<file path="config.mk">
export PLATFORM = sky130hd
export DESIGN_NAME = pressure_sensor_compensation_core_flat
export DESIGN_NICKNAME = d
export VERILOG_FILES = /design/src/sv/pscc_pkg.sv /design/src/sv/pscc_in_if.sv /design/src/sv/pscc_out_if.sv /design/src/sv/pscc_mul.sv /design/src/sv/pscc_seq.sv /design/src/sv/pressure_sensor_compensation_core.sv /design/src/flat_wrapper.sv
export VERILOG_INCLUDE_DIRS = /design/src /design/src/sv
export SDC_FILE = /design/constraint.sdc
export NUM_CORES = 2
export LEC_CHECK = 0
export BUFFER_PORTS_ARGS = -buffer_cell sky130_fd_sc_hd__buf_2
export CORE_AREA = 2 2 445 447
export CTS_BUF_LIST = sky130_fd_sc_hd__clkbuf_16
export DETAILED_ROUTE_END_ITERATION = 7
export DIE_AREA = 0 0 447 449
export GPL_ROUTABILITY_DRIVEN = 0
export PLACE_DENSITY = 0.44
export SLEW_MARGIN = 40
export SYNTH_ARGS = -nofsm -noshare
export SYNTH_HDL_FRONTEND = slang
export SYNTH_SLANG_ARGS = --single-unit
</file>
<file path="constraint.sdc">
create_clock -name i_clk -period 14.3 [get_ports i_clk]
set_clock_uncertainty 0.1 [all_clocks]
set_input_delay 2.145 -clock i_clk [delete_from_list [all_inputs] [get_ports i_clk]]
set_output_delay 2.145 -clock i_clk [all_outputs]
set_load 0.1 [all_outputs]
</file>
<file path="src/sv/pressure_sensor_compensation_core_macros.svh">
// Assertion macros shared by the pressure compensation RTL.
`ifndef PRESSURE_SENSOR_COMPENSATION_CORE_MACROS_SVH
`define PRESSURE_SENSOR_COMPENSATION_CORE_MACROS_SVH

// The consequent must hold in the same cycle as the antecedent.
`define PSCC_ASSERT_SAME(label, clk, rst_n, ante, cons, msg) \
    label: assert property (@(posedge clk) disable iff (!rst_n) (ante) |-> (cons)) \
        else $error(msg);

// The consequent must hold in the cycle after the antecedent.
`define PSCC_ASSERT_NEXT(label, clk, rst_n, ante, cons, msg) \
    label: assert property (@(posedge clk) disable iff (!rst_n) (ante) |=> (cons)) \
        else $error(msg);

`endif

</file>
<file path="src/sv/pscc_pkg.sv">
// Shared widths, codes, control types and helpers for the pressure compensation core.
package pscc_pkg;

    localparam int W_RAW      = 24;
    localparam int W_COEF     = 16;
    localparam int W_TEMP     = 19;
    localparam int W_PRES     = 32;
    localparam int W_CFG_IDX  = 3;
    localparam int W_DT       = 25;
    localparam int W_SQ       = 20;
    localparam int W_MA       = 25;
    localparam int W_MB       = 22;
    localparam int W_PROD     = W_MA + W_MB;
    localparam int W_ACC      = 42;
    localparam int W_Q        = 45;
    localparam int SENS_SPLIT = 21;

    localparam logic [W_CFG_IDX-1:0] CFG_SENS     = 3'd0;
    localparam logic [W_CFG_IDX-1:0] CFG_OFF      = 3'd1;
    localparam logic [W_CFG_IDX-1:0] CFG_TCS      = 3'd2;
    localparam logic [W_CFG_IDX-1:0] CFG_TCO      = 3'd3;
    localparam logic [W_CFG_IDX-1:0] CFG_TREF     = 3'd4;
    localparam logic [W_CFG_IDX-1:0] CFG_TEMPSENS = 3'd5;

    localparam logic signed [W_TEMP-1:0] TEMP_REF  = 19'sd2000;
    localparam logic signed [W_TEMP-1:0] TEMP_VLOW = -19'sd1500;

    localparam logic signed [W_Q-1:0] P_MAX = W_Q'(64'sd2147483647);
    localparam logic signed [W_Q-1:0] P_MIN = W_Q'(-64'sd2147483648);

    // Operand pairs that the shared multiplier can be given.
    typedef enum logic [2:0] {
        OP_TEMP,
        OP_OFF,
        OP_SENS,
        OP_D,
        OP_E11,
        OP_E7,
        OP_LO,
        OP_HI
    } t_op;

    typedef struct packed {
        t_op  op;
        logic ready;
        logic ld_dt;
        logic ld_temp;
        logic ld_off;
        logic ld_sq;
        logic ld_sens;
        logic fix_sq;
        logic fix_e11;
        logic fix_e7;
        logic ld_acc;
        logic ld_q;
        logic ld_x;
        logic ld_p;
        logic ld_out;
    } t_ctl;

    // Arithmetic right shift that rounds toward zero instead of toward minus infinity.
    function automatic logic signed [W_PROD-1:0] sra_trunc(
        input logic signed [W_PROD-1:0] x,
        input int unsigned              k
    );
        logic signed [W_PROD-1:0] bias;
        bias = '0;
        if (x[W_PROD-1]) begin
            bias = ~({W_PROD{1'b1}} << k);
        end
        return (x + bias) >>> k;
    endfunction

endpackage

</file>
<file path="src/sv/pscc_in_if.sv">
// Input channel carrying raw conversion results.
interface pscc_in_if;
    import pscc_pkg::*;

    logic              valid;
    logic              ready;
    logic [W_RAW-1:0]  raw_value;
    logic              is_pressure;

    modport source (output valid, output raw_value, output is_pressure, input ready);
    modport sink   (input valid, input raw_value, input is_pressure, output ready);
endinterface

</file>
<file path="src/sv/pscc_out_if.sv">
// Output channel carrying compensated temperature and pressure.
interface pscc_out_if;
    import pscc_pkg::*;

    logic                     valid;
    logic                     ready;
    logic signed [W_TEMP-1:0] temperature;
    logic signed [W_PRES-1:0] pressure;

    modport source (output valid, output temperature, output pressure, input ready);
    modport sink   (input valid, input temperature, input pressure, output ready);
endinterface

</file>
<file path="src/sv/pscc_mul.sv">
// Shared signed multiplier with a registered product.
module pscc_mul (
    input  logic                                i_clk,
    input  logic signed [pscc_pkg::W_MA-1:0]    i_a,
    input  logic signed [pscc_pkg::W_MB-1:0]    i_b,
    output logic signed [pscc_pkg::W_PROD-1:0]  o_prod
);
    import pscc_pkg::*;

    logic signed [W_PROD-1:0] r_prod;

    // Both operands are sign-extended to the full product width before the multiply.
    always_ff @(posedge i_clk) begin
        r_prod <= W_PROD'(i_a) * W_PROD'(i_b);
    end

    assign o_prod = r_prod;
endmodule

</file>
<file path="src/sv/pscc_seq.sv">
// Sequencer that steps one reading through the shared multiplier and the compensation steps.
module pscc_seq (
    input  logic            i_clk,
    input  logic            i_rst_n,
    input  logic            i_in_fire,
    input  logic            i_out_free,
    output pscc_pkg::t_ctl  o_ctl
);
    import pscc_pkg::*;

    typedef enum logic [13:0] {
        S_IDLE = 14'b00000000000001,
        S_DT   = 14'b00000000000010,
        S_MT   = 14'b00000000000100,
        S_MO   = 14'b00000000001000,
        S_MS   = 14'b00000000010000,
        S_MD   = 14'b00000000100000,
        S_ME   = 14'b00000001000000,
        S_MF   = 14'b00000010000000,
        S_MG   = 14'b00000100000000,
        S_PH   = 14'b00001000000000,
        S_PQ   = 14'b00010000000000,
        S_PS   = 14'b00100000000000,
        S_PD   = 14'b01000000000000,
        S_SAT  = 14'b10000000000000
    } t_state;

    t_state r_state;
    t_state n_state;

    always_comb begin
        n_state   = r_state;
        o_ctl     = '0;
        o_ctl.op  = OP_TEMP;
        case (r_state)
            S_IDLE: begin
                o_ctl.ready = 1'b1;
                if (i_in_fire) begin
                    n_state = S_DT;
                end
            end
            S_DT: begin
                o_ctl.ld_dt = 1'b1;
                n_state     = S_MT;
            end
            S_MT: begin
                o_ctl.op = OP_TEMP;
                n_state  = S_MO;
            end
            S_MO: begin
                o_ctl.ld_temp = 1'b1;
                o_ctl.op      = OP_OFF;
                n_state       = S_MS;
            end
            S_MS: begin
                o_ctl.ld_off = 1'b1;
                o_ctl.ld_sq  = 1'b1;
                o_ctl.op     = OP_SENS;
                n_state      = S_MD;
            end
            S_MD: begin
                o_ctl.ld_sens = 1'b1;
                o_ctl.op      = OP_D;
                n_state       = S_ME;
            end
            S_ME: begin
                o_ctl.fix_sq = 1'b1;
                o_ctl.op     = OP_E11;
                n_state      = S_MF;
            end
            S_MF: begin
                o_ctl.fix_e11 = 1'b1;
                o_ctl.op      = OP_E7;
                n_state       = S_MG;
            end
            S_MG: begin
                o_ctl.fix_e7 = 1'b1;
                o_ctl.op     = OP_LO;
                n_state      = S_PH;
            end
            S_PH: begin
                o_ctl.ld_acc = 1'b1;
                o_ctl.op     = OP_HI;
                n_state      = S_PQ;
            end
            S_PQ: begin
                o_ctl.ld_q = 1'b1;
                n_state    = S_PS;
            end
            S_PS: begin
                o_ctl.ld_x = 1'b1;
                n_state    = S_PD;
            end
            S_PD: begin
                o_ctl.ld_p = 1'b1;
                n_state    = S_SAT;
            end
            S_SAT: begin
                // Hold the finished result here until the output register frees up.
                if (i_out_free) begin
                    o_ctl.ld_out = 1'b1;
                    n_state      = S_IDLE;
                end
            end
            default: begin
                n_state = S_IDLE;
            end
        endcase
    end

    always_ff @(posedge i_clk) begin
        if (!i_rst_n) begin
            r_state <= S_IDLE;
        end else begin
            r_state <= n_state;
        end
    end
endmodule

</file>
<file path="src/sv/pressure_sensor_compensation_core.sv">
// Top level of the pressure and temperature compensation core.
//
// Raw 24-bit conversion beats arrive on i_raw, each flagged as a temperature
// or a pressure reading; the block keeps the latest reading of each kind and
// returns one beat on o_comp per input beat, holding the compensated
// temperature (0.01 C) and the saturated pressure (0.01 mbar).
// Calibration words C1..C6 are written through i_cfg_we, i_cfg_idx and
// i_cfg_data; the user must write them only while the block is idle, which
// the block itself does not enforce; indexes above five are ignored.
// The sequencer routes every product through one registered 25 x 22 bit
// multiplier, eight products per beat, plus the post steps, and accepts no
// new beat until it is back in idle.
// The output register lets one further beat be accepted while a result waits;
// if the receiver still stalls, that beat's result is held in the final step
// and input ready stays low until the output register is taken.
// Reset clears the calibration words and both stored readings to zero,
// returns the sequencer to idle and drops any pending result.
`include "pressure_sensor_compensation_core_macros.svh"

module pressure_sensor_compensation_core (
    input  logic                               i_clk,
    input  logic                               i_rst_n,
    pscc_in_if.sink                            i_raw,
    pscc_out_if.source                         o_comp,
    input  logic                               i_cfg_we,
    input  logic [pscc_pkg::W_CFG_IDX-1:0]     i_cfg_idx,
    input  logic [pscc_pkg::W_COEF-1:0]        i_cfg_data
);
    import pscc_pkg::*;

    logic [W_COEF-1:0] r_c1, r_c2, r_c3, r_c4, r_c5, r_c6;
    logic [W_RAW-1:0]  r_raw_t, r_raw_p;

    logic signed [W_DT-1:0]   r_dt;
    logic signed [W_TEMP-1:0] r_temp;
    logic signed [W_ACC-1:0]  r_off, r_sens;
    logic signed [W_SQ-1:0]   r_d;
    logic signed [W_MB-1:0]   r_d5, r_e7, r_e11;
    logic                     r_low, r_vlow;
    logic signed [W_Q-1:0]    r_acc, r_q, r_x, r_p;
    logic                     r_rnz;

    logic                     r_out_valid;
    logic signed [W_TEMP-1:0] r_temp_out;
    logic signed [W_PRES-1:0] r_pres_out;

    t_ctl ctl;
    logic in_fire;
    logic out_free;

    logic signed [W_MA-1:0]   mul_a;
    logic signed [W_MB-1:0]   mul_b;
    logic signed [W_PROD-1:0] prod;

    logic signed [W_DT-1:0]   n_dt;
    logic signed [W_TEMP-1:0] n_temp;
    logic signed [W_ACC-1:0]  n_off, n_sens;
    logic signed [W_SQ-1:0]   n_d, n_e;
    logic signed [W_Q-1:0]    n_x, n_pres;

    assign in_fire     = i_raw.valid && ctl.ready;
    assign out_free    = !r_out_valid || o_comp.ready;
    assign i_raw.ready = ctl.ready;

    assign o_comp.valid       = r_out_valid;
    assign o_comp.temperature = r_temp_out;
    assign o_comp.pressure    = r_pres_out;

    pscc_seq u_seq (
        .i_clk      (i_clk),
        .i_rst_n    (i_rst_n),
        .i_in_fire  (in_fire),
        .i_out_free (out_free),
        .o_ctl      (ctl)
    );

    pscc_mul u_mul (
        .i_clk  (i_clk),
        .i_a    (mul_a),
        .i_b    (mul_b),
        .o_prod (prod)
    );

    always_comb begin
        case (ctl.op)
            OP_TEMP: begin
                mul_a = r_dt;
                mul_b = {{(W_MB-W_COEF){1'b0}}, r_c6};
            end
            OP_OFF: begin
                mul_a = r_dt;
                mul_b = {{(W_MB-W_COEF){1'b0}}, r_c4};
            end
            OP_SENS: begin
                mul_a = r_dt;
                mul_b = {{(W_MB-W_COEF){1'b0}}, r_c3};
            end
            OP_D: begin
                mul_a = W_MA'(r_d);
                mul_b = r_d5;
            end
            OP_E11: begin
                mul_a = W_MA'(n_e);
                mul_b = r_e11;
            end
            OP_E7: begin
                mul_a = W_MA'(n_e);
                mul_b = r_e7;
            end
            // Pressure product is split: low part unsigned, high part signed.
            OP_LO: begin
                mul_a = {{(W_MA-W_RAW){1'b0}}, r_raw_p};
                mul_b = {{(W_MB-SENS_SPLIT){1'b0}}, r_sens[SENS_SPLIT-1:0]};
            end
            OP_HI: begin
                mul_a = {{(W_MA-W_RAW){1'b0}}, r_raw_p};
                mul_b = W_MB'(signed'(r_sens[W_ACC-1:SENS_SPLIT]));
            end
            default: begin
                mul_a = r_dt;
                mul_b = '0;
            end
        endcase
    end

    always_comb begin
        n_dt   = W_DT'({1'b0, r_raw_t}) - W_DT'({r_c5, 8'h00});
        n_temp = TEMP_REF + W_TEMP'(sra_trunc(prod, 23));
        n_off  = W_ACC'({r_c2, 16'h0000}) + W_ACC'(sra_trunc(prod, 7));
        n_sens = W_ACC'({r_c1, 15'h0000}) + W_ACC'(sra_trunc(prod, 8));
        n_d    = W_SQ'(r_temp) - W_SQ'(TEMP_REF);
        n_e    = W_SQ'(r_temp) - W_SQ'(TEMP_VLOW);
        // The floor quotient of the pressure product is bumped by one when it is
        // negative with a nonzero remainder, which gives truncation toward zero.
        n_x    = r_q - W_Q'(r_off) + ((r_q[W_Q-1] && r_rnz) ? W_Q'(1) : W_Q'(0));
        n_pres = W_Q'(sra_trunc(W_PROD'(r_x), 15));
    end

    always_ff @(posedge i_clk) begin
        if (!i_rst_n) begin
            r_c1    <= '0;
            r_c2    <= '0;
            r_c3    <= '0;
            r_c4    <= '0;
            r_c5    <= '0;
            r_c6    <= '0;
            r_raw_t <= '0;
            r_raw_p <= '0;
        end else begin
            if (i_cfg_we) begin
                case (i_cfg_idx)
                    CFG_SENS:     r_c1 <= i_cfg_data;
                    CFG_OFF:      r_c2 <= i_cfg_data;
                    CFG_TCS:      r_c3 <= i_cfg_data;
                    CFG_TCO:      r_c4 <= i_cfg_data;
                    CFG_TREF:     r_c5 <= i_cfg_data;
                    CFG_TEMPSENS: r_c6 <= i_cfg_data;
                    default: begin
                    end
                endcase
            end
            if (in_fire) begin
                if (i_raw.is_pressure) begin
                    r_raw_p <= i_raw.raw_value;
                end else begin
                    r_raw_t <= i_raw.raw_value;
                end
            end
        end
    end

    always_ff @(posedge i_clk) begin
        if (ctl.ld_dt) begin
            r_dt <= n_dt;
        end
        if (ctl.ld_temp) begin
            r_temp <= n_temp;
        end
        if (ctl.ld_sq) begin
            r_d    <= n_d;
            r_d5   <= (W_MB'(n_d) <<< 2) + W_MB'(n_d);
            r_e11  <= (W_MB'(n_e) <<< 3) + (W_MB'(n_e) <<< 1) + W_MB'(n_e);
            r_e7   <= (W_MB'(n_e) <<< 3) - W_MB'(n_e);
            r_low  <= r_temp < TEMP_REF;
            r_vlow <= r_temp < TEMP_VLOW;
        end
        // The squared terms are never negative, so plain shifts give their quotients.
        if (ctl.ld_off) begin
            r_off <= n_off;
        end else if (ctl.fix_sq && r_low) begin
            r_off <= r_off - W_ACC'(prod >>> 1);
        end else if (ctl.fix_e7 && r_vlow) begin
            r_off <= r_off - W_ACC'(prod);
        end
        if (ctl.ld_sens) begin
            r_sens <= n_sens;
        end else if (ctl.fix_sq && r_low) begin
            r_sens <= r_sens - W_ACC'(prod >>> 2);
        end else if (ctl.fix_e11 && r_vlow) begin
            r_sens <= r_sens - W_ACC'(prod >>> 1);
        end
        if (ctl.ld_acc) begin
            r_acc <= W_Q'(prod >>> SENS_SPLIT);
            r_rnz <= |prod[SENS_SPLIT-1:0];
        end
        if (ctl.ld_q) begin
            r_q <= W_Q'(prod) + r_acc;
        end
        if (ctl.ld_x) begin
            r_x <= n_x;
        end
        if (ctl.ld_p) begin
            r_p <= n_pres;
        end
        if (ctl.ld_out) begin
            r_temp_out <= r_temp;
            if (r_p > P_MAX) begin
                r_pres_out <= W_PRES'(P_MAX);
            end else if (r_p < P_MIN) begin
                r_pres_out <= W_PRES'(P_MIN);
            end else begin
                r_pres_out <= W_PRES'(r_p);
            end
        end
    end

    always_ff @(posedge i_clk) begin
        if (!i_rst_n) begin
            r_out_valid <= 1'b0;
        end else if (ctl.ld_out) begin
            r_out_valid <= 1'b1;
        end else if (o_comp.ready) begin
            r_out_valid <= 1'b0;
        end
    end

    `PSCC_ASSERT_NEXT(a_busy_after_accept, i_clk, i_rst_n, in_fire, !ctl.ready, "ready stayed high after an accepted beat")
    `PSCC_ASSERT_SAME(a_no_overwrite, i_clk, i_rst_n, ctl.ld_out, out_free, "result loaded over a beat not yet taken")
    `PSCC_ASSERT_NEXT(a_vlow_implies_low, i_clk, i_rst_n, ctl.ld_sq, (!r_vlow || r_low), "very low temperature flag set without low flag")
endmodule

</file>
<file path="src/flat_wrapper.sv">
// flat-port wrapper written by rule: the top's interface ports become plain ports
module pressure_sensor_compensation_core_flat import pscc_pkg::*;
  (i_clk, i_rst_n, i_cfg_we, i_cfg_idx, i_cfg_data, i_raw_valid, i_raw_raw_value, i_raw_is_pressure, i_raw_ready, o_comp_valid, o_comp_temperature, o_comp_pressure, o_comp_ready);
  pscc_in_if i_raw_i ();
  pscc_out_if o_comp_i ();
  input  logic i_clk;
  input  logic i_rst_n;
  input  logic i_cfg_we;
  input  logic [pscc_pkg::W_CFG_IDX-1:0] i_cfg_idx;
  input  logic [pscc_pkg::W_COEF-1:0] i_cfg_data;
  input wire logic [$bits(i_raw_i.valid)-1:0] i_raw_valid;
  input wire logic [$bits(i_raw_i.raw_value)-1:0] i_raw_raw_value;
  input wire logic [$bits(i_raw_i.is_pressure)-1:0] i_raw_is_pressure;
  output wire logic [$bits(i_raw_i.ready)-1:0] i_raw_ready;
  output wire logic [$bits(o_comp_i.valid)-1:0] o_comp_valid;
  output wire logic [$bits(o_comp_i.temperature)-1:0] o_comp_temperature;
  output wire logic [$bits(o_comp_i.pressure)-1:0] o_comp_pressure;
  input wire logic [$bits(o_comp_i.ready)-1:0] o_comp_ready;
  assign i_raw_i.valid = i_raw_valid;
  assign i_raw_i.raw_value = i_raw_raw_value;
  assign i_raw_i.is_pressure = i_raw_is_pressure;
  assign i_raw_ready = i_raw_i.ready;
  assign o_comp_valid = o_comp_i.valid;
  assign o_comp_temperature = o_comp_i.temperature;
  assign o_comp_pressure = o_comp_i.pressure;
  assign o_comp_i.ready = o_comp_ready;
  pressure_sensor_compensation_core u_core (.i_clk(i_clk), .i_rst_n(i_rst_n), .i_raw(i_raw_i), .o_comp(o_comp_i), .i_cfg_we(i_cfg_we), .i_cfg_idx(i_cfg_idx), .i_cfg_data(i_cfg_data));
endmodule
</file>
==> run_results.csv <==
group,metric,value,unit
final_layout,area_growth,11.2,%
synthesis,synth_edf_count,410,
placed_design,dp_slack,2.16,ns
global_routing,grt_pass1_vias,47925,
worst_setup_path,max_stage_delay,0.65,ns
clock_tree,clock_latency,0.75,ns
synthesis,ys_seq_area_frac,0.273,
synthesis,yosys_warnings,0,
timing,holdWs,0.316,ns
timing,timing.setup.tns,0,ns
floorplan,die_h,449,um
synthesis,synthArstFlopShare,0,
floorplan,io_pins,102,
floorplan,dieArea,0.201,sq mm
final_layout,fin_nets,7712,
clock_tree,cts_sinks,616,
synthesis,synth_cells,6519,
pwr,p_seq_frac,0.354,
timing,tightest_slew,0.888,ns
synthesis,ys_seq_elements,616,
pwr,p_comb_frac,0.278,
global_routing,grt_pass1_wl,321,mm
clock_tree,path_clk_slew,0.06,ns
floorplan,start_util,0.307,
pwr,power_frac_clock,0.369,
worst_setup_path,cp-end-kind,"flip-flop",
timing,layout_setup_ws,2.15,ns
timing,slew_headroom,0.408,
job,maxCapViolCount,0,
pwr,total_power,5.80,mW
worst_setup_path,crit_family,"adder cells",
global_routing,grt_overflow,0,
final_layout,final_cell_count_no_fill,9283,
global_routing,antenna_found_initial,17,
synthesis,synthTopCellsByCount,"nand2_1, inv_1, fa_1, ha_1, nor2_1",
synthesis,synth.top_cell.area_share,0.204,
status,status,"finished, violations left",
timing,finalHoldViolCount,0,
synthesis,synth.area.top_cells,"edfxtp_1, fa_1, ha_1, dfxtp_1, nand2_1",
worst_setup_path,worstSetupPathType,"flip-flop to flip-flop",
clock_tree,cts_setup_buffers,0,
detailed_routing,first_pass_iters,8,
worst_setup_path,cp.required,14.79,ns
pwr,powerDensity,86.4,mW/mm^2
pwr,leakage,29.4,nW
worst_setup_path,cp.arrival,12.64,ns
placed_design,dp_hpwl,169,mm
worst_setup_path,crit_buf_inv,8,
detailed_routing,drt-total-wl,218,mm
placed_design,placedCellCount,9130,
synthesis,yosysUniqueCellTypes,89,
floorplan,fp.dieW,447,um
min_path,hold_class,"flip-flop to flip-flop",
global_routing,grt_usage,0.216,
timing,finalSetupViolCount,0,
floorplan,coreArea,0.196,sq mm
worst_setup_path,crit_path_start_kind,"flip-flop",
worst_setup_path,cpMostUsedCell,"fa_1",
clock_tree,cts_buffers,81,
worst_setup_path,r2r_cells,37,
timing,max_freq,82.3,MHz
clock_tree,cts_resized,0,
timing,post-route-period-util,0.850,
clock_tree,cts.htree.levels,3,
synthesis,syn_area,0.0603,sq mm
pwr,p_int,3.81,mW
floorplan,rows,163,
min_path,whs_path_depth,0,
detailed_routing,initialDrtViolationCount,3810,
detailed_routing,vias,47200,
detailed_routing,drc_errors,2,
clock_tree,root_buffer,"clkbuf_16",
pwr,switching_share,0.343,
detailed_routing,ant_nets,0,
final_layout,fillers,20447,
worst_setup_path,worst-path-stages,37,
synthesis,yosysTopAreaCell,"edfxtp_1",
timing,min_period,12.15,ns
placed_design,port_buffers,101,
detailed_routing,wl_per_cell,23.5,um
clock_tree,ctsHoldBuffers,0,
synthesis,syn-num-nets,7658,
synthesis,synth_most_common_cell,"nand2_1",
synthesis,ys.flop_type,"edfxtp_1",
clock_tree,cts_tree,"built",
clock_tree,max-clock-path-buffers,3,
synthesis,syn_area_per_cell,9.25,sq um
pwr,peakVddDrop,81.4,uV
detailed_routing,vias_per_cell,5.08,
timing,maxSlewViolCount,0,
final_layout,drive_above_1_share,0.0716,
pwr,p_switching,1.99,mW
status,violations,"DRC",
timing,rsz0062_at_grt,"false",
worst_setup_path,cp_slowest_cell,"a21oi_2",
worst_setup_path,critPathMaxFanout,51,
global_routing,grt_max_degree,92,
-- cells by family after synthesis --
logic type / count (synthesis) / share of synthesized area
flops: 616 / 0.273
simple gates: 1966 / 0.146
compound gates: 1252 / 0.138
fa+ha+maj: 1090 / 0.299
xor+xnor: 452 / 0.0656
buf+inv: 1089 / 0.0697
mux: 54 / 0.00911
-- cell usage in the layout (no fill, tap or decap), types with 42 or more instances in the layout --
cell,instances
o21a_1,57
nand2b_1,77
dfxtp_1,205
a22oi_1,42
nand2_1,902
nand4_1,42
xor2_1,161
ha_1,504
o21ai_0,203
buf_2,105
nor2b_1,59
nor3_1,81
buf_4,128
xnor2_1,288
clkbuf_16,82
a21oi_1,306
and3_1,47
edfxtp_1,410
inv_1,839
mux2i_1,43
a21o_1,148
nor2_1,452
a21boi_0,156
nand3_1,104
fa_1,584
-- routing by layer --
metal / GRT usage / part of all wire
met1: 0.285 / 0.43
met3: 0.0305 / 0.055
met4: 0.0834 / 0.043
met2: 0.358 / 0.47
met5: 0 / 0
-- layout make-up --
| cell class | count | area (sq um) | share of cell area |
|---|---|---|---|
| Clock inverter | 62 | 676 | 0.0101 |
| Clock buffer | 82 | 2050 | 0.0306 |
| Sequential cell | 616 | 16400 | 0.245 |
| Antenna cell | 9 | 22.5 | 0.000336 |
| Tap cell | 2640 | 3300 | 0.0493 |
| Multi-Input combinational cell | 4814 | 40000 | 0.596 |
| Inverter | 826 | 3100 | 0.0463 |
| Timing Repair Buffer | 234 | 1500 | 0.0223 |
-- power groups by stage --
stage / logic [mW] / clock network [mW] / registers, mW
final: 1.61 / 2.14 / 2.05
after global routing: 1.77 / 2.27 / 2.05
after CTS: 1.60 / 2.20 / 2.05
after detailed placement: 1.59 / 0 / 2.09
after global placement: 1.59 / 0 / 2.09
after floorplan: 1.09 / 0 / 2.05
-- registers in the layout (all words and copies together), names as in the netlist, 26 cells and up --
name	cells
u_core.o_comp.pressure	32
u_core.r_acc	26
u_core.r_off	42
u_core.r_p	31
u_core.r_q	45
u_core.r_sens	42
u_core.r_x	45
u_core.u_mul.o_prod	47
-- path summary, 6_finish.rpt --
check,endpoint,slack (ns),startpoint
setup / recovery,u_core.u_mul.o_prod[46],2.15,u_core.u_seq.r_state[13]
hold / removal,u_core.o_comp.pressure[24],0.32,u_core.r_p[24]
setup reg to reg,u_core.u_mul.o_prod[46],2.15,u_core.u_seq.r_state[13]
hold reg to reg,u_core.o_comp.pressure[24],0.32,u_core.r_p[24]
-- through the flow --
step	area, sq um	utilization
after floorplan	60300	-
after global placement	64100	0.327
after detailed placement	64300	0.328
after CTS	67000	0.342
after global routing	67000	0.342
final	67100	0.342
Note: power is estimated with default switching activity, not from simulation.
